===== src/hw/rtl/sapc_pkg.sv =====
// shared constants, codes and types of the stepper angle position controller
// no dependencies
`timescale 1ns / 1ps

package sapc_pkg;

    localparam int ANGLE_W = 32;
    localparam int SPR_W   = 16;
    localparam int PROD_W  = 48;

    // action codes
    localparam logic [2:0] ACT_TICK      = 3'd0;
    localparam logic [2:0] ACT_FORWARD   = 3'd1;
    localparam logic [2:0] ACT_REVERSE   = 3'd2;
    localparam logic [2:0] ACT_STOP      = 3'd3;
    localparam logic [2:0] ACT_ROTATE_TO = 3'd4;
    localparam logic [2:0] ACT_ROTATE_BY = 3'd5;
    localparam logic [2:0] ACT_SET_ZERO  = 3'd6;

    // run modes
    localparam logic [2:0] MODE_STOPPED = 3'd0;
    localparam logic [2:0] MODE_FORWARD = 3'd1;
    localparam logic [2:0] MODE_REVERSE = 3'd2;
    localparam logic [2:0] MODE_TARGET  = 3'd3;
    localparam logic [2:0] MODE_REACHED = 3'd4;

    // step pulse codes
    localparam logic [1:0] PULSE_NONE = 2'd0;
    localparam logic [1:0] PULSE_FWD  = 2'd1;
    localparam logic [1:0] PULSE_BWD  = 2'd2;

    localparam logic [SPR_W-1:0] SPR_RESET = 16'd200;

    // 360 deg in q8 is 92160 = 45 * 2^11
    localparam logic [SPR_W-1:0]  ROT_ODD     = 16'd45;
    localparam int                ROT_SHIFT   = 11;
    localparam logic [PROD_W-1:0] HALF_ROT_Q8 = 48'd46080;

    typedef enum logic {
        CVT_D2S = 1'b0,
        CVT_S2D = 1'b1
    } cvt_kind_t;

    typedef struct packed {
        logic               start;
        cvt_kind_t          kind;
        logic               sign;
        logic [ANGLE_W-1:0] mag;
    } cvt_req_t;

    typedef struct packed {
        logic               done;
        logic [ANGLE_W-1:0] result;
    } cvt_rsp_t;

endpackage


===== src/hw/rtl/sapc_cmd_if.sv =====
// command channel: valid/ready handshake with action and angle payload
// no dependencies
`timescale 1ns / 1ps

interface sapc_cmd_if;
    logic               valid;
    logic               ready;
    logic [2:0]         action;
    logic signed [31:0] angle;

    modport source (output valid, output action, output angle, input ready);
    modport sink (input valid, input action, input angle, output ready);
endinterface


===== src/hw/rtl/sapc_res_if.sv =====
// result channel: valid/ready handshake with pulse, angles and mode
// no dependencies
`timescale 1ns / 1ps

interface sapc_res_if;
    logic               valid;
    logic               ready;
    logic [1:0]         step_pulse;
    logic signed [31:0] position_degrees;
    logic signed [31:0] target_degrees;
    logic signed [31:0] reply_degrees;
    logic [2:0]         mode;

    modport source (output valid, output step_pulse, output position_degrees,
                    output target_degrees, output reply_degrees, output mode,
                    input ready);
    modport sink (input valid, input step_pulse, input position_degrees,
                  input target_degrees, input reply_degrees, input mode,
                  output ready);
endinterface


===== src/hw/rtl/sapc_cvt.sv =====
// bit-serial angle/step converter: shift-add multiply then restoring divide
// depends on sapc_pkg
`timescale 1ns / 1ps

module sapc_cvt (
    input  logic                         clk,
    input  logic                         rst_n,
    input  sapc_pkg::cvt_req_t           req,
    input  logic [sapc_pkg::SPR_W-1:0]   spr,
    output sapc_pkg::cvt_rsp_t           rsp
);
    import sapc_pkg::*;

    typedef enum logic [4:0] {
        CV_IDLE = 5'b00001,
        CV_MUL  = 5'b00010,
        CV_PREP = 5'b00100,
        CV_DIV  = 5'b01000,
        CV_FIN  = 5'b10000
    } cv_state_t;

    localparam logic [5:0] MUL_LAST = 6'(SPR_W - 1);
    localparam logic [5:0] DIV_LAST = 6'(PROD_W - 1);

    cv_state_t           state_reg, state_next;
    logic [5:0]          cnt_reg, cnt_next;
    cvt_kind_t           kind_reg, kind_next;
    logic                sign_reg, sign_next;
    logic [ANGLE_W-1:0]  mcand_reg, mcand_next;
    logic [SPR_W-1:0]    mplier_reg, mplier_next;
    logic [PROD_W-1:0]   acc_reg, acc_next;
    logic [SPR_W-1:0]    rem_reg, rem_next;
    logic [PROD_W-1:0]   quo_reg, quo_next;
    logic [SPR_W-1:0]    dvsr_reg, dvsr_next;

    logic [SPR_W:0]      rem_ext;
    logic [SPR_W:0]      rem_diff;
    logic                rem_fits;
    logic [PROD_W:0]     round_sum;
    logic [ANGLE_W-1:0]  q_low;
    logic                q_big;
    logic [ANGLE_W-1:0]  result;

    always_comb
    begin
        rem_ext   = {rem_reg, quo_reg[PROD_W-1]};
        rem_diff  = rem_ext - {1'b0, dvsr_reg};
        rem_fits  = (rem_ext >= {1'b0, dvsr_reg});
        round_sum = {1'b0, acc_reg} + {1'b0, HALF_ROT_Q8};

        state_next  = state_reg;
        cnt_next    = cnt_reg;
        kind_next   = kind_reg;
        sign_next   = sign_reg;
        mcand_next  = mcand_reg;
        mplier_next = mplier_reg;
        acc_next    = acc_reg;
        rem_next    = rem_reg;
        quo_next    = quo_reg;
        dvsr_next   = dvsr_reg;

        case (state_reg)
            CV_IDLE:
            begin
                if (req.start)
                begin
                    kind_next   = req.kind;
                    sign_next   = req.sign;
                    mcand_next  = req.mag;
                    acc_next    = '0;
                    cnt_next    = MUL_LAST;
                    mplier_next = (req.kind == CVT_S2D) ? ROT_ODD : spr;
                    dvsr_next   = (req.kind == CVT_S2D) ? spr : ROT_ODD;
                    state_next  = CV_MUL;
                end
            end
            CV_MUL:
            begin
                // msb first: acc = 2*acc + bit*mcand
                acc_next = {acc_reg[PROD_W-2:0], 1'b0}
                         + (mplier_reg[SPR_W-1] ? {{(PROD_W-ANGLE_W){1'b0}}, mcand_reg}
                                                : {PROD_W{1'b0}});
                mplier_next = {mplier_reg[SPR_W-2:0], 1'b0};
                if (cnt_reg == '0)
                begin
                    state_next = CV_PREP;
                end
                else
                begin
                    cnt_next = cnt_reg - 6'd1;
                end
            end
            CV_PREP:
            begin
                // d2s: round by half a turn, then the 2^11 part of 92160 is a shift
                // s2d: the 2^11 part of 92160 is a shift up
                if (kind_reg == CVT_D2S)
                begin
                    quo_next = {{(ROT_SHIFT-1){1'b0}}, round_sum[PROD_W:ROT_SHIFT]};
                end
                else
                begin
                    quo_next = {acc_reg[PROD_W-ROT_SHIFT-1:0], {ROT_SHIFT{1'b0}}};
                end
                rem_next   = '0;
                cnt_next   = DIV_LAST;
                state_next = CV_DIV;
            end
            CV_DIV:
            begin
                quo_next = {quo_reg[PROD_W-2:0], rem_fits};
                rem_next = rem_fits ? rem_diff[SPR_W-1:0] : rem_ext[SPR_W-1:0];
                if (cnt_reg == '0)
                begin
                    state_next = CV_FIN;
                end
                else
                begin
                    cnt_next = cnt_reg - 6'd1;
                end
            end
            CV_FIN:
            begin
                state_next = CV_IDLE;
            end
            default:
            begin
                state_next = CV_IDLE;
            end
        endcase
    end

    // sign of the magnitude quotient, saturated for step-to-degree results
    always_comb
    begin
        q_low = quo_reg[ANGLE_W-1:0];
        q_big = |quo_reg[PROD_W-1:ANGLE_W];
        if (kind_reg == CVT_D2S)
        begin
            result = sign_reg ? (~q_low + 32'd1) : q_low;
        end
        else if (!sign_reg)
        begin
            result = (q_big || q_low[ANGLE_W-1]) ? 32'h7FFF_FFFF : q_low;
        end
        else
        begin
            result = (q_big || (q_low[ANGLE_W-1] && (|q_low[ANGLE_W-2:0])))
                   ? 32'h8000_0000 : (~q_low + 32'd1);
        end
    end

    assign rsp.done   = (state_reg == CV_FIN);
    assign rsp.result = result;

    always_ff @(posedge clk or negedge rst_n)
    begin
        if (!rst_n)
        begin
            state_reg <= CV_IDLE;
            cnt_reg   <= '0;
        end
        else
        begin
            state_reg <= state_next;
            cnt_reg   <= cnt_next;
        end
    end

    always_ff @(posedge clk)
    begin
        kind_reg   <= kind_next;
        sign_reg   <= sign_next;
        mcand_reg  <= mcand_next;
        mplier_reg <= mplier_next;
        acc_reg    <= acc_next;
        rem_reg    <= rem_next;
        quo_reg    <= quo_next;
        dvsr_reg   <= dvsr_next;
    end

endmodule


===== src/hw/rtl/stepper_angle_position_controller.sv =====
// each angle/step conversion holds the bit-serial converter for its whole run
// (start, 16 multiply steps, prep, 48 divide steps, finish); one command at a time
// tick, forward, reverse, stop: one conversion, then the result is registered
// rotate_by and set_zero: two conversions; rotate_to: three
// result register loads once empty or taken; the next command is let in as it loads
// async active-low reset: stopped, position and goals zero, 200 steps/turn
`timescale 1ns / 1ps

module stepper_angle_position_controller (
    input  logic                       clk,
    input  logic                       rst_n,
    input  logic                       cfg_we,
    input  logic [sapc_pkg::SPR_W-1:0] cfg_wdata,
    sapc_cmd_if.sink                   cmd,
    sapc_res_if.source                 res
);
    import sapc_pkg::*;

    typedef enum logic [6:0] {
        PH_IDLE  = 7'b0000001,
        PH_GOAL  = 7'b0000010,
        PH_REPLY = 7'b0000100,
        PH_ZERO  = 7'b0001000,
        PH_POS   = 7'b0010000,
        PH_AIM   = 7'b0100000,
        PH_OUT   = 7'b1000000
    } phase_t;

    phase_t              phase_reg, phase_next;
    logic                go_reg, go_next;
    logic [2:0]          act_reg, act_next;
    logic [ANGLE_W-1:0]  angle_reg, angle_next;
    logic [SPR_W-1:0]    spr_reg;
    logic [2:0]          mode_reg, mode_next;
    logic [ANGLE_W-1:0]  pos_reg, pos_next;
    logic [ANGLE_W-1:0]  goal_steps_reg, goal_steps_next;
    logic [ANGLE_W-1:0]  goal_angle_reg, goal_angle_next;
    logic [1:0]          pulse_reg, pulse_next;
    logic [ANGLE_W-1:0]  posdeg_reg, posdeg_next;
    logic [ANGLE_W-1:0]  reply_reg, reply_next;
    logic                out_valid_reg, out_valid_next;
    logic [1:0]          o_pulse_reg, o_pulse_next;
    logic [ANGLE_W-1:0]  o_posdeg_reg, o_posdeg_next;
    logic [ANGLE_W-1:0]  o_target_reg, o_target_next;
    logic [ANGLE_W-1:0]  o_reply_reg, o_reply_next;
    logic [2:0]          o_mode_reg, o_mode_next;

    logic [SPR_W-1:0]    spr_eff;
    logic                accept;
    logic [ANGLE_W-1:0]  opnd;
    logic                opnd_neg;
    cvt_kind_t           opnd_kind;
    cvt_req_t            cvt_req;
    cvt_rsp_t            cvt_rsp;
    logic [ANGLE_W:0]    aim_sum;
    logic [ANGLE_W-1:0]  aim_sat;

    assign spr_eff   = (spr_reg == '0) ? 16'd1 : spr_reg;
    assign cmd.ready = (phase_reg == PH_IDLE);
    assign accept    = cmd.valid && cmd.ready;

    // converter operand for the current phase
    always_comb
    begin
        opnd_neg  = 1'b0;
        opnd_kind = CVT_S2D;
        case (phase_reg)
            PH_GOAL:
            begin
                opnd      = angle_reg;
                opnd_kind = CVT_D2S;
            end
            PH_ZERO:
            begin
                opnd      = angle_reg;
                opnd_neg  = 1'b1;
                opnd_kind = CVT_D2S;
            end
            PH_REPLY: opnd = goal_steps_reg;
            PH_AIM:
            begin
                opnd      = goal_angle_reg;
                opnd_kind = CVT_D2S;
            end
            default:  opnd = pos_reg;
        endcase
        cvt_req.start = go_reg;
        cvt_req.kind  = opnd_kind;
        cvt_req.sign  = opnd[ANGLE_W-1] ^ opnd_neg;
        cvt_req.mag   = opnd[ANGLE_W-1] ? (~opnd + 32'd1) : opnd;
    end

    sapc_cvt u_cvt (
        .clk   (clk),
        .rst_n (rst_n),
        .req   (cvt_req),
        .spr   (spr_eff),
        .rsp   (cvt_rsp)
    );

    // rotate_by target: position angle plus offset, saturated
    always_comb
    begin
        aim_sum = {cvt_rsp.result[ANGLE_W-1], cvt_rsp.result}
                + {angle_reg[ANGLE_W-1], angle_reg};
        if (aim_sum[ANGLE_W] != aim_sum[ANGLE_W-1])
        begin
            aim_sat = aim_sum[ANGLE_W] ? 32'h8000_0000 : 32'h7FFF_FFFF;
        end
        else
        begin
            aim_sat = aim_sum[ANGLE_W-1:0];
        end
    end

    always_comb
    begin
        phase_next      = phase_reg;
        go_next         = 1'b0;
        act_next        = act_reg;
        angle_next      = angle_reg;
        mode_next       = mode_reg;
        pos_next        = pos_reg;
        goal_steps_next = goal_steps_reg;
        goal_angle_next = goal_angle_reg;
        pulse_next      = pulse_reg;
        posdeg_next     = posdeg_reg;
        reply_next      = reply_reg;
        out_valid_next  = out_valid_reg;
        o_pulse_next    = o_pulse_reg;
        o_posdeg_next   = o_posdeg_reg;
        o_target_next   = o_target_reg;
        o_reply_next    = o_reply_reg;
        o_mode_next     = o_mode_reg;

        if (out_valid_reg && res.ready)
        begin
            out_valid_next = 1'b0;
        end

        case (phase_reg)
            PH_IDLE:
            begin
                if (accept)
                begin
                    act_next   = cmd.action;
                    angle_next = cmd.angle;
                    pulse_next = PULSE_NONE;
                    reply_next = '0;
                    go_next    = 1'b1;
                    phase_next = PH_POS;
                    case (cmd.action)
                        ACT_TICK:
                        begin
                            if (mode_reg == MODE_FORWARD)
                            begin
                                pulse_next = PULSE_FWD;
                                pos_next   = pos_reg + 32'd1;
                            end
                            else if (mode_reg == MODE_REVERSE)
                            begin
                                pulse_next = PULSE_BWD;
                                pos_next   = pos_reg - 32'd1;
                            end
                            else if (mode_reg == MODE_TARGET)
                            begin
                                if ($signed(pos_reg) < $signed(goal_steps_reg))
                                begin
                                    pulse_next = PULSE_FWD;
                                    pos_next   = pos_reg + 32'd1;
                                end
                                else if ($signed(pos_reg) > $signed(goal_steps_reg))
                                begin
                                    pulse_next = PULSE_BWD;
                                    pos_next   = pos_reg - 32'd1;
                                end
                                else
                                begin
                                    mode_next = MODE_REACHED;
                                end
                            end
                        end
                        ACT_FORWARD: mode_next = MODE_FORWARD;
                        ACT_REVERSE: mode_next = MODE_REVERSE;
                        ACT_STOP:    mode_next = MODE_STOPPED;
                        ACT_ROTATE_TO:
                        begin
                            goal_angle_next = cmd.angle;
                            mode_next       = MODE_TARGET;
                            phase_next      = PH_GOAL;
                        end
                        ACT_ROTATE_BY: mode_next = MODE_TARGET;
                        ACT_SET_ZERO:  phase_next = PH_ZERO;
                        default: ;
                    endcase
                end
            end
            PH_GOAL:
            begin
                if (cvt_rsp.done)
                begin
                    goal_steps_next = cvt_rsp.result;
                    go_next         = 1'b1;
                    phase_next      = PH_REPLY;
                end
            end
            PH_REPLY:
            begin
                if (cvt_rsp.done)
                begin
                    reply_next = cvt_rsp.result;
                    go_next    = 1'b1;
                    phase_next = PH_POS;
                end
            end
            PH_ZERO:
            begin
                if (cvt_rsp.done)
                begin
                    pos_next   = cvt_rsp.result;
                    go_next    = 1'b1;
                    phase_next = PH_POS;
                end
            end
            PH_POS:
            begin
                if (cvt_rsp.done)
                begin
                    posdeg_next = cvt_rsp.result;
                    if (act_reg == ACT_ROTATE_BY)
                    begin
                        goal_angle_next = aim_sat;
                        reply_next      = aim_sat;
                        go_next         = 1'b1;
                        phase_next      = PH_AIM;
                    end
                    else
                    begin
                        phase_next = PH_OUT;
                    end
                end
            end
            PH_AIM:
            begin
                if (cvt_rsp.done)
                begin
                    goal_steps_next = cvt_rsp.result;
                    phase_next      = PH_OUT;
                end
            end
            PH_OUT:
            begin
                if (!out_valid_reg || res.ready)
                begin
                    out_valid_next = 1'b1;
                    o_pulse_next   = pulse_reg;
                    o_posdeg_next  = posdeg_reg;
                    o_target_next  = goal_angle_reg;
                    o_reply_next   = reply_reg;
                    o_mode_next    = mode_reg;
                    phase_next     = PH_IDLE;
                end
            end
            default:
            begin
                phase_next = PH_IDLE;
            end
        endcase
    end

    assign res.valid            = out_valid_reg;
    assign res.step_pulse       = o_pulse_reg;
    assign res.position_degrees = o_posdeg_reg;
    assign res.target_degrees   = o_target_reg;
    assign res.reply_degrees    = o_reply_reg;
    assign res.mode             = o_mode_reg;

    always_ff @(posedge clk or negedge rst_n)
    begin
        if (!rst_n)
        begin
            phase_reg      <= PH_IDLE;
            go_reg         <= 1'b0;
            spr_reg        <= SPR_RESET;
            mode_reg       <= MODE_STOPPED;
            pos_reg        <= '0;
            goal_steps_reg <= '0;
            goal_angle_reg <= '0;
            out_valid_reg  <= 1'b0;
        end
        else
        begin
            phase_reg      <= phase_next;
            go_reg         <= go_next;
            if (cfg_we)
            begin
                spr_reg <= cfg_wdata;
            end
            mode_reg       <= mode_next;
            pos_reg        <= pos_next;
            goal_steps_reg <= goal_steps_next;
            goal_angle_reg <= goal_angle_next;
            out_valid_reg  <= out_valid_next;
        end
    end

    always_ff @(posedge clk)
    begin
        act_reg      <= act_next;
        angle_reg    <= angle_next;
        pulse_reg    <= pulse_next;
        posdeg_reg   <= posdeg_next;
        reply_reg    <= reply_next;
        o_pulse_reg  <= o_pulse_next;
        o_posdeg_reg <= o_posdeg_next;
        o_target_reg <= o_target_next;
        o_reply_reg  <= o_reply_next;
        o_mode_reg   <= o_mode_next;
    end

endmodule


===== src/flat_wrapper.sv =====
// flat-port wrapper written by rule: the top's interface ports become plain ports
module stepper_angle_position_controller_flat import sapc_pkg::*;
  (clk, rst_n, cfg_we, cfg_wdata, cmd_valid, cmd_action, cmd_angle, cmd_ready, res_valid, res_step_pulse, res_position_degrees, res_target_degrees, res_reply_degrees, res_mode, res_ready);
  sapc_cmd_if cmd_i ();
  sapc_res_if res_i ();
  input  logic clk;
  input  logic rst_n;
  input  logic cfg_we;
  input  logic [sapc_pkg::SPR_W-1:0] cfg_wdata;
  input wire logic [$bits(cmd_i.valid)-1:0] cmd_valid;
  input wire logic [$bits(cmd_i.action)-1:0] cmd_action;
  input wire logic [$bits(cmd_i.angle)-1:0] cmd_angle;
  output wire logic [$bits(cmd_i.ready)-1:0] cmd_ready;
  output wire logic [$bits(res_i.valid)-1:0] res_valid;
  output wire logic [$bits(res_i.step_pulse)-1:0] res_step_pulse;
  output wire logic [$bits(res_i.position_degrees)-1:0] res_position_degrees;
  output wire logic [$bits(res_i.target_degrees)-1:0] res_target_degrees;
  output wire logic [$bits(res_i.reply_degrees)-1:0] res_reply_degrees;
  output wire logic [$bits(res_i.mode)-1:0] res_mode;
  input wire logic [$bits(res_i.ready)-1:0] res_ready;
  assign cmd_i.valid = cmd_valid;
  assign cmd_i.action = cmd_action;
  assign cmd_i.angle = cmd_angle;
  assign cmd_ready = cmd_i.ready;
  assign res_valid = res_i.valid;
  assign res_step_pulse = res_i.step_pulse;
  assign res_position_degrees = res_i.position_degrees;
  assign res_target_degrees = res_i.target_degrees;
  assign res_reply_degrees = res_i.reply_degrees;
  assign res_mode = res_i.mode;
  assign res_i.ready = res_ready;
  stepper_angle_position_controller u_core (.clk(clk), .rst_n(rst_n), .cfg_we(cfg_we), .cfg_wdata(cfg_wdata), .cmd(cmd_i), .res(res_i));
endmodule

===== config.mk =====
export PLATFORM = sky130hd
export DESIGN_NAME = stepper_angle_position_controller_flat
export DESIGN_NICKNAME = d
export VERILOG_FILES = /design/src/hw/rtl/sapc_pkg.sv /design/src/hw/rtl/sapc_cmd_if.sv /design/src/hw/rtl/sapc_res_if.sv /design/src/hw/rtl/sapc_cvt.sv /design/src/hw/rtl/stepper_angle_position_controller.sv /design/src/flat_wrapper.sv
export SDC_FILE = /design/constraint.sdc
export NUM_CORES = 1
export LEC_CHECK = 0
export ABC_AREA = 1
export ABC_CLOCK_PERIOD_IN_PS = 6300
export BUFFER_PORTS_ARGS = -buffer_cell sky130_fd_sc_hd__buf_4
export CORE_AREA = 10 10 293 295
export DETAILED_ROUTE_END_ITERATION = 10
export DIE_AREA = 0 0 303 305
export HOLD_SLACK_MARGIN = 0.08
export SYNTH_ARGS = -nofsm -noshare
export SYNTH_HDL_FRONTEND = slang
export SYNTH_SLANG_ARGS = --single-unit

===== constraint.sdc =====
create_clock -name clk -period 6.3 [get_ports clk]
set_input_delay 1.26 -clock clk [delete_from_list [all_inputs] [get_ports clk]]
set_output_delay 1.26 -clock clk [all_outputs]
set_load 0.01 [all_outputs]

# Word-level counts from Yosys, hierarchy flattened
# Index checks and enable logic that the tools add are counted.
# op_classes
n_eq_ne	45
n_reduce_logical	40
n_bitwise	4
order_cmp	3
muxes	73
n_addsub	9
# ops
op	count
32-bit 2-to-1 mux	21
32-bit one-hot mux with 3 select lines	2
48-bit one-hot mux with 2 select lines	2
32-bit one-hot mux with 2 select lines	2
32-bit by 1-bit adder with 32-bit output, second input constant	3
48-bit 2-to-1 mux	2
16-bit 2-to-1 mux	4
32-bit NOT	2
16-bit one-hot mux with 2 select lines	2
48-bit by 16-bit adder with 49-bit output, second input constant	1
7-bit 2-to-1 mux	7
48-bit by 32-bit adder with 48-bit output	1
7-bit one-hot mux with 6 select lines	1
32-bit by 32-bit adder with 33-bit output	1
32-bit greater-than comparator	1
32-bit less-than comparator	1
32-bit by 1-bit subtractor with 32-bit output, second input constant	1
31-bit 2-to-1 mux	1
31-bit OR reduction	1
2-bit by 1-bit != test with 1-bit output, second input constant	10
2-bit != test, second input constant	10
5-bit one-hot mux with 4 select lines	1
6-bit one-hot mux with 3 select lines	1
17-bit by 16-bit greater-or-equal comparator with 1-bit output	1
47 further kinds	95
# word_totals
output_inout_bits	103
reg_bits	515
wordCells	204
in_bits	56

# Longest topological paths before layout
# Gate-level depths: netlist (run 1).
# depth
word_depth	12
depth_mapped	30

# Modules after synthesis
# A second synthesis (run 1) with hierarchy kept.
# unflattened
hier_cells	4471
area_unflattened_um2	33651.0
# modules_own_cells
module	cells_each	area_per_inst_um2	seq_area_each_um2	n_inst
stepper_angle_position_controller	2340	19311.0	9173.8	1
sapc_cvt	2131	14340.0	5621.6	1

# Worst setup path before layout (run 1)
# OpenSTA, ideal clock, no wires.
# synth_timing
path_kind	input -> register
from	in res_ready
to	reg u_core.o_mode_reg[0] (netlist: u_core.res.mode[0]), enable pin
arrival_time_ps	5495
required_time_ps	5739
n_path_buf	0
slack_ps	244
cell_stages	2
cell_sequence	nor2_1 nor2_1
# synth_between
elab_chain_cells	2
# synth_rtl
item	line_no	rtl
from (decl)	flat_wrapper.sv:20	input wire logic [$bits(res_i.ready)-1:0] res_ready;
1-bit logical OR	stepper_angle_position_controller.sv:253	if (!out_valid_reg || res.ready)
2-bit AND reduction (no line)	-	
to (signal assigned)	stepper_angle_position_controller.sv:318	o_mode_reg <= o_mode_next;
to (decl)	stepper_angle_position_controller.sv:46	logic [2:0] o_mode_reg, o_mode_next;
# No other way between the ends.
# A chain may end at the register's enable or synchronous reset.

==> summary.txt, run 1 <==
Hold path
  • Hold path endpoint: u_core.res.position_degrees[0]
  • Worst Hold Class: reg -> reg
  • Hold depth: 0
  • Min-delay src: u_core.posdeg_reg[0]

Global route
  • Initial antenna violation count: 2
  • Pin count of the biggest net entering global routing: 97
  • Gr usage total: 22.88%
  • Number of global-route vias before repair: 26580
  • Global route total overflow: 0
  • Global-route wire length before repair: 164500 µm

Drt
  • Pre-antenna DRT Iters: 6
  • Remaining antenna violation count: 0
  • DRT iter0 DRCs: 3082
  • Post-route DRC: 0
  • Avg WL per Cell: 20.94 µm
  • Via count: 28060
  • WL final: 108700 µm
  • Vias per std cell: 5.405

Final layout
  • Commonest non-fill, non-tap cells in the layout: 904 x nand2_1, 515 x inv_1, 419 x nor2_1
  • Commonest non-fill, non-tap cell in the layout: nand2_1
  • Antenna Cells: 0
  • Layout cells sized above 1: 9.586%
  • Nets@finish: 4259
  • Area growth, synth to finish: 14.10%

Setup path
  • Cell with the largest stage delay on the worst path: nand2_2
  • Required time of the critical path: 6.64 ns
  • R2r endpoint: u_core.reply_reg[10]
  • R2R depth: 24
  • Crit path max-delay family: simple AND/OR/NAND/NOR gates
  • Crit path top cell by count: nand2_1
  • Critical Path, Cell by Cell: inv_1 > ha_1 > inv_1 > nor3_4 > nand3_2 > nor2_4 > nand2_1 > o21ai_1 > nand2_1 > nand2_2 > nand2_1 > buf_4 > o21ai_2 > ha_1 > a21oi_1 > o21ai_0 > a21oi_1 > o21ai_1 > nand3b_1 > nand3_1 > nand2_1 > nand2_2 > nand3_1 > o211ai_1
  • Worst Path Buf+Inv: 3
  • R2R setup slack: 0.82 ns
  • Critical Path Fanout Max: 28
  • Crit Path Category: reg -> reg
  • Startpoint types: register
  • Crit path arrival time: 5.82 ns
  • CP endpoint kind: register
  • CP max stage delay: 0.43 ns
  • Critical R2R Launch: u_core.u_cvt.quo_reg[0]

Floorplanning
  • Io pins: 159
  • DIE HEIGHT: 305 µm
  • Core footprint: 79900 µm²
  • Initial Utilization: 39.70%
  • Cell Rows: 104
  • Width of the die: 303 µm
  • Die ar.: 92420 µm²

Placed design
  • Place WS: 0.9895 ns
  • Gpl congestion: 0.9744
  • Post-DP HPWL: 84310 µm
  • PortBufs: 158

Synth
  • Mapped Area: 31720 µm²
  • Post-synthesis register bit count: 515
  • EDFF count, synth: 380
  • Top-area cell type share of the netlist area: 35.98%
  • Yosys Warn Count: 0
  • Syn Nets: 4128
  • Top cells by area, synth: edfxtp_1 36%, nand2_1 11%, dfrtp_1 10%
  • Avg Cell Area, Syn: 8.028 µm²
  • Mapped Cells: 3951
  • Post-synth ARST share: 26.21%
  • Cell taking the most area after synthesis: edfxtp_1
  • Prevailing post-synth register cell: edfxtp_1
  • Seq/Total Area, Yosys: 46.65%
  • Cell variety after synth: 61

Power
  • Cell Int Power: 8858 µW
  • Leak Pwr: 0.01572 µW
  • Clock network power share: 23.8%
  • Switching power share of the total: 44.02%
  • Sequential fraction of design power: 33.7%
  • Switch Pwr: 6965 µW
  • Peak supply drop: 0.2819 mV
  • PwrDens: 437.2 nW/µm²
  • PnR Total Power: 15820 µW
  • Logic pwr share: 42.4%

Clocking
  • Worst skew pair latency: 0.66 ns
  • Cells resized by post-CTS repair: 0
  • CTS Hold Bufs: 0
  • Clock Pin Slew Worst Setup and Hold Paths: 0.07 ns
  • Post-CTS Setup Inserts: 0
  • # clock sinks: 515
  • CTS tree: yes
  • Clock Tree Buf Depth: 3
  • H-tree Lvls: 2
  • CTS root buf: clkbuf_16
  • CTS Buf Count: 58

STA
  • Setup Skew: 0.03716 ns
  • Final count of negative-setup-slack endpoints: 0
  • Final Hold Fails: 0
  • Final worst setup slack: 0.8160 ns
  • Period utilization: 87.05%
  • Fin crit period: 5.484 ns
  • Slew at the pin with the worst max-slew slack: 1.005 ns
  • Unrepaired setup endpoints after global routing: false
  • Max Fclk: 0.1823 GHz
  • Final setup TNS: 0 ns
  • Max Slew Vio Count: 0
  • Slew HR: 32.83%

Outcome
  • Outcome: finished clean

Run
  • Max cap viols: 0
==> routing by layer <==
metal | vias to the layer above | GRT usage, % | routed length [µm]
li1 | 13420 | - | -
met1 | 13310 | 32.35 | 48510
met2 | 1153 | 35.42 | 48340
met3 | 176 | 4.027 | 8866
met4 | 0 | 6.395 | 2990
met5 | - | 0 | 0
==> power by group through the flow <==
stage / clock network [µW] / logic [µW] / registers [µW]
floorplan: 0 / 4620 / 5070
global placement: 0 / 6600 / 5380
detailed placement: 0 / 6590 / 5380
CTS: 3820 / 6620 / 5320
global route: 3960 / 7460 / 5390
finish: 3770 / 6710 / 5340
==> final cells by class <==
class / instances / area, µm²
clock inverter: 39 / 570.5
timing repair buffer: 191 / 1450
fill: 7986 / 43710
multi-input combinational: 2780 / 14470
inverter: 536 / 2014
tap: 1060 / 1326
sequential: 515 / 14800
clock buffer: 70 / 1568
==> cell usage after synthesis, types with 24 or more instances <==
| library cell | n |
|---|---|
| nor3_1 | 48 |
| inv_1 | 516 |
| nor4_1 | 24 |
| a21oi_1 | 282 |
| xor2_1 | 119 |
| clkbuf_1 | 79 |
| buf_2 | 25 |
| nand3_1 | 258 |
| edfxtp_1 | 380 |
| o21ai_0 | 306 |
| dfrtp_1 | 130 |
| nand4_1 | 61 |
| nand2_1 | 907 |
| nor2_1 | 424 |
| xnor2_1 | 27 |
| ha_1 | 118 |
==> logic make-up (layout without fill, tap and decap cells) <==
family / count (synthesis) / count (layout) / share of synthesized area, %
multiplexers: 2 / 2 / 0.06706
buffers and inverters: 656 / 836 / 8.012
AND/OR/NAND/NOR: 1801 / 1801 / 24.33
flip-flops: 515 / 515 / 46.65
XOR/XNOR: 146 / 146 / 4.032
adder cells (fa/ha/maj): 121 / 121 / 4.844
AO/OA/AOI/OAI: 710 / 710 / 12.07
==> metrics by stage <==
stage | instance area, µm² | instances | util [%] | hold WS, ns
global route | 36190 | 5191 | 45.30 | 0.4235
CTS | 36190 | 5191 | 45.30 | 0.4143
detailed placement | 34050 | 5082 | 42.62 | 0.4045
global placement | 34050 | 5082 | 42.62 | 0.4018
floorplan | 31720 | 3951 | - | 0.4003
finish | 36190 | 5191 | 45.30 | 0.4164
==> worst max-delay path by stage <==
stage / start / to / slack (ns) / cells after the start
after floorplan: res_ready / u_core.res.mode[0] / 0.24 / 2
after global placement: u_core.u_cvt.quo_reg[0] / u_core.reply_reg[10] / 1.19 / 24
after detailed placement: u_core.u_cvt.quo_reg[0] / u_core.reply_reg[10] / 0.99 / 24
after CTS: u_core.u_cvt.quo_reg[0] / u_core.reply_reg[10] / 0.93 / 24
after global routing: u_core.u_cvt.quo_reg[0] / u_core.reply_reg[10] / 0.41 / 24
final: u_core.u_cvt.quo_reg[0] / u_core.reply_reg[10] / 0.82 / 24
No activity file was read; power rests on OpenSTA's default activity.
==> run 2: changes to the inputs <==
Settings changed: CTS_BUF_LIST from default to sky130_fd_sc_hd__clkbuf_8, MAX_ROUTING_LAYER from default to met4.
==> run 2 against run 1 <==
Compared with the run above:
- worst hold slack improved by 0.0018 ns
- count of clock-buffer cells in the layout rose by 30
- sequential share of layout area up 0.30 points
- non-clock buffer count grew 3
- core utilization fell by 0.33 points
- via count grew 0.48%
- power down 2.8%
- critical path type unchanged
- highest routed layer unchanged
==> summary.txt, run 2 (synthesized netlist as in run 1, its figures left out) <==
Outcome
  • Outcome: finished clean

STA
  • Worst hold margin: 0.4182 ns
  • Fin crit period: 5.409 ns
  • Setup Skew: 0.03786 ns
  • Period utilization: 85.86%
  • Max Fclk: 0.1849 GHz
  • Max Slew Vio Count: 0
  • Final Hold Fails: 0
  • Slew HR: 31.90%
  • Slew at the pin with the worst max-slew slack: 1.021 ns
  • Final setup TNS: 0 ns
  • Final count of negative-setup-slack endpoints: 0
  • Unrepaired setup endpoints after global routing: false

Clocking
  • # clock sinks: 515
  • CTS Buf Count: 91
  • Clock Pin Slew Worst Setup and Hold Paths: 0.06 ns
  • Worst skew pair latency: 0.73 ns
  • Post-CTS Setup Inserts: 0
  • CTS root buf: clkbuf_8
  • CTS Hold Bufs: 0
  • Cells resized by post-CTS repair: 0
  • CTS tree: yes
  • Clock Tree Buf Depth: 3
  • H-tree Lvls: 3

Hold path
  • Hold path endpoint: u_core.res.position_degrees[26]
  • Min-delay src: u_core.posdeg_reg[26]
  • Hold depth: 0
  • Worst Hold Class: reg -> reg

Setup path
  • Critical Path Fanout Max: 28
  • Cell with the largest stage delay on the worst path: o21ai_2
  • Crit path arrival time: 5.83 ns
  • Critical R2R Launch: u_core.u_cvt.quo_reg[0]
  • Crit path max-delay family: simple AND/OR/NAND/NOR gates
  • Worst Path Buf+Inv: 2
  • R2R depth: 23
  • CP endpoint kind: register
  • Crit path top cell by count: nand2_1
  • Crit Path Category: reg -> reg
  • R2r endpoint: u_core.reply_reg[10]
  • CP max stage delay: 0.53 ns
  • Required time of the critical path: 6.72 ns
  • R2R setup slack: 0.89 ns
  • Critical Path, Cell by Cell: inv_1 > ha_1 > inv_1 > nor3_4 > nand3_2 > nor2_4 > nand2_1 > o21ai_1 > nand2_1 > nand2_2 > nand2_1 > o21ai_2 > ha_1 > a21oi_1 > o21ai_0 > a21oi_1 > o21ai_1 > nand3b_1 > nand3_1 > nand2_1 > nand2_2 > nand3_1 > o211ai_1
  • Startpoint types: register

Placed design
  • Gpl congestion: 0.9818
  • PortBufs: 158
  • Post-DP HPWL: 86060 µm

Final layout
  • Layout cells sized above 1: 10.22%
  • Commonest non-fill, non-tap cells in the layout: 905 x nand2_1, 542 x inv_1, 419 x nor2_1
  • Commonest non-fill, non-tap cell in the layout: nand2_1
  • Final core area utilization: 44.96%
  • Fillers: 8103
  • Nets@finish: 4295
  • Area growth, synth to finish: 13.26%

Power
  • PwrDens: 428.0 nW/µm²
  • Peak supply drop: 0.2693 mV
  • PnR Total Power: 15370 µW
  • Leak Pwr: 0.01576 µW

Drt
  • DRT iter0 DRCs: 3121
  • Post-route DRC: 0
  • WL final: 111700 µm
  • Pre-antenna DRT Iters: 5
  • Vias per std cell: 5.361
  • Via count: 28190
  • Remaining antenna violation count: 0
  • Avg WL per Cell: 21.24 µm

Global route
  • Number of global-route vias before repair: 26860
  • Gr usage total: 24.31%
  • Pin count of the biggest net entering global routing: 89
  • Met3 usage: 4.055%
  • Global-route wire length before repair: 168500 µm
  • GRT busiest layer: met2
  • Grt met1 use: 33.94%
  • Global route total overflow: 0
  • Initial antenna violation count: 2
  • M2 GR Usage: 36.17%

Floorplanning
  • Cell Rows: 104
  • Io pins: 159
  • Width of the die: 303 µm
  • Core footprint: 79900 µm²
  • Initial Utilization: 39.70%
  • Die ar.: 92420 µm²
  • DIE HEIGHT: 305 µm

Run
  • Max cap viols: 0
==> run 2: changes by cell type in the layout (fill, tap and decap cells not counted), moves of 3 or more <==
cell,delta
clkbuf_8,+95
clkbuf_16,-59
inv_1,+27
clkinv_1,+11
clkinv_2,+10
bufinv_16,-6
clkbuf_1,-6
buf_4,+4
clkinvlp_4,-4
clkinv_4,-3
==> run 2: worst max-delay path by stage <==
stage,from,endpoint,slack (ns),cells past startpoint
2_1_floorplan,res_ready,u_core.res.mode[0],0.24,2
4_1_cts,u_core.u_cvt.quo_reg[0],u_core.reply_reg[28],1.02,23
3_5_place_dp,u_core.u_cvt.quo_reg[0],u_core.reply_reg[28],1.04,23
3_3_place_gp,u_core.u_cvt.quo_reg[0],u_core.reply_reg[10],1.17,24
6_report,u_core.u_cvt.quo_reg[0],u_core.reply_reg[10],0.89,23
5_1_grt,u_core.u_cvt.quo_reg[0],u_core.reply_reg[28],0.47,23
==> run 2: metrics by stage <==
step           area, µm²  std cells  setup slack (ns)
3_5_place_dp       34060       5085             1.040
2_1_floorplan      31720       3951            0.2436
5_1_grt            35920       5258            0.4706
6_report           35920       5259            0.8911
4_1_cts            35920       5257             1.021
3_3_place_gp       34060       5085             1.166
==> run 2: area by class of cell <==
type	instances	area [µm²]	area share, %
multi-input cells	2780	14460	40.26
well taps	1060	1326	3.692
diodes	2	5.005	0.01393
clock inverters	72	484.2	1.348
clock buffers	100	1376	3.831
flip-flops and latches	515	14800	41.18
repair buffers	194	1460	4.064
inverters	536	2014	5.607
==> run 2: power breakdown <==
part	switching, µW	internal, µW
Sequential	667	4680
Combinational	4860	1930
Clock	1530	1690
Total	7060	8310
==> run 2: routing by layer <==
metal | wire [µm] | share of wire [%] | vias up
met5 | 0 | 0 | -
met3 | 9097 | 8.1 | 150
li1 | - | - | 13510
met4 | 2737 | 2.5 | 0
met2 | 48930 | 44 | 1149
met1 | 50920 | 46 | 13380
==> run 2: worst reg2reg max path, cell delays in order, from the launching register on <==
cell and delay, ns:
edfxtp_1 0.39, inv_1 0.12, ha_1 0.22, inv_1 0.08
nor3_4 0.21, nand3_2 0.16, nor2_4 0.17, nand2_1 0.11
o21ai_1 0.13, nand2_1 0.11, nand2_2 0.08, nand2_1 0.26
o21ai_2 0.53, ha_1 0.40, a21oi_1 0.18, o21ai_0 0.10
a21oi_1 0.39, o21ai_1 0.26, nand3b_1 0.17, nand3_1 0.08
nand2_1 0.14, nand2_2 0.44, nand3_1 0.28, o211ai_1 0.12
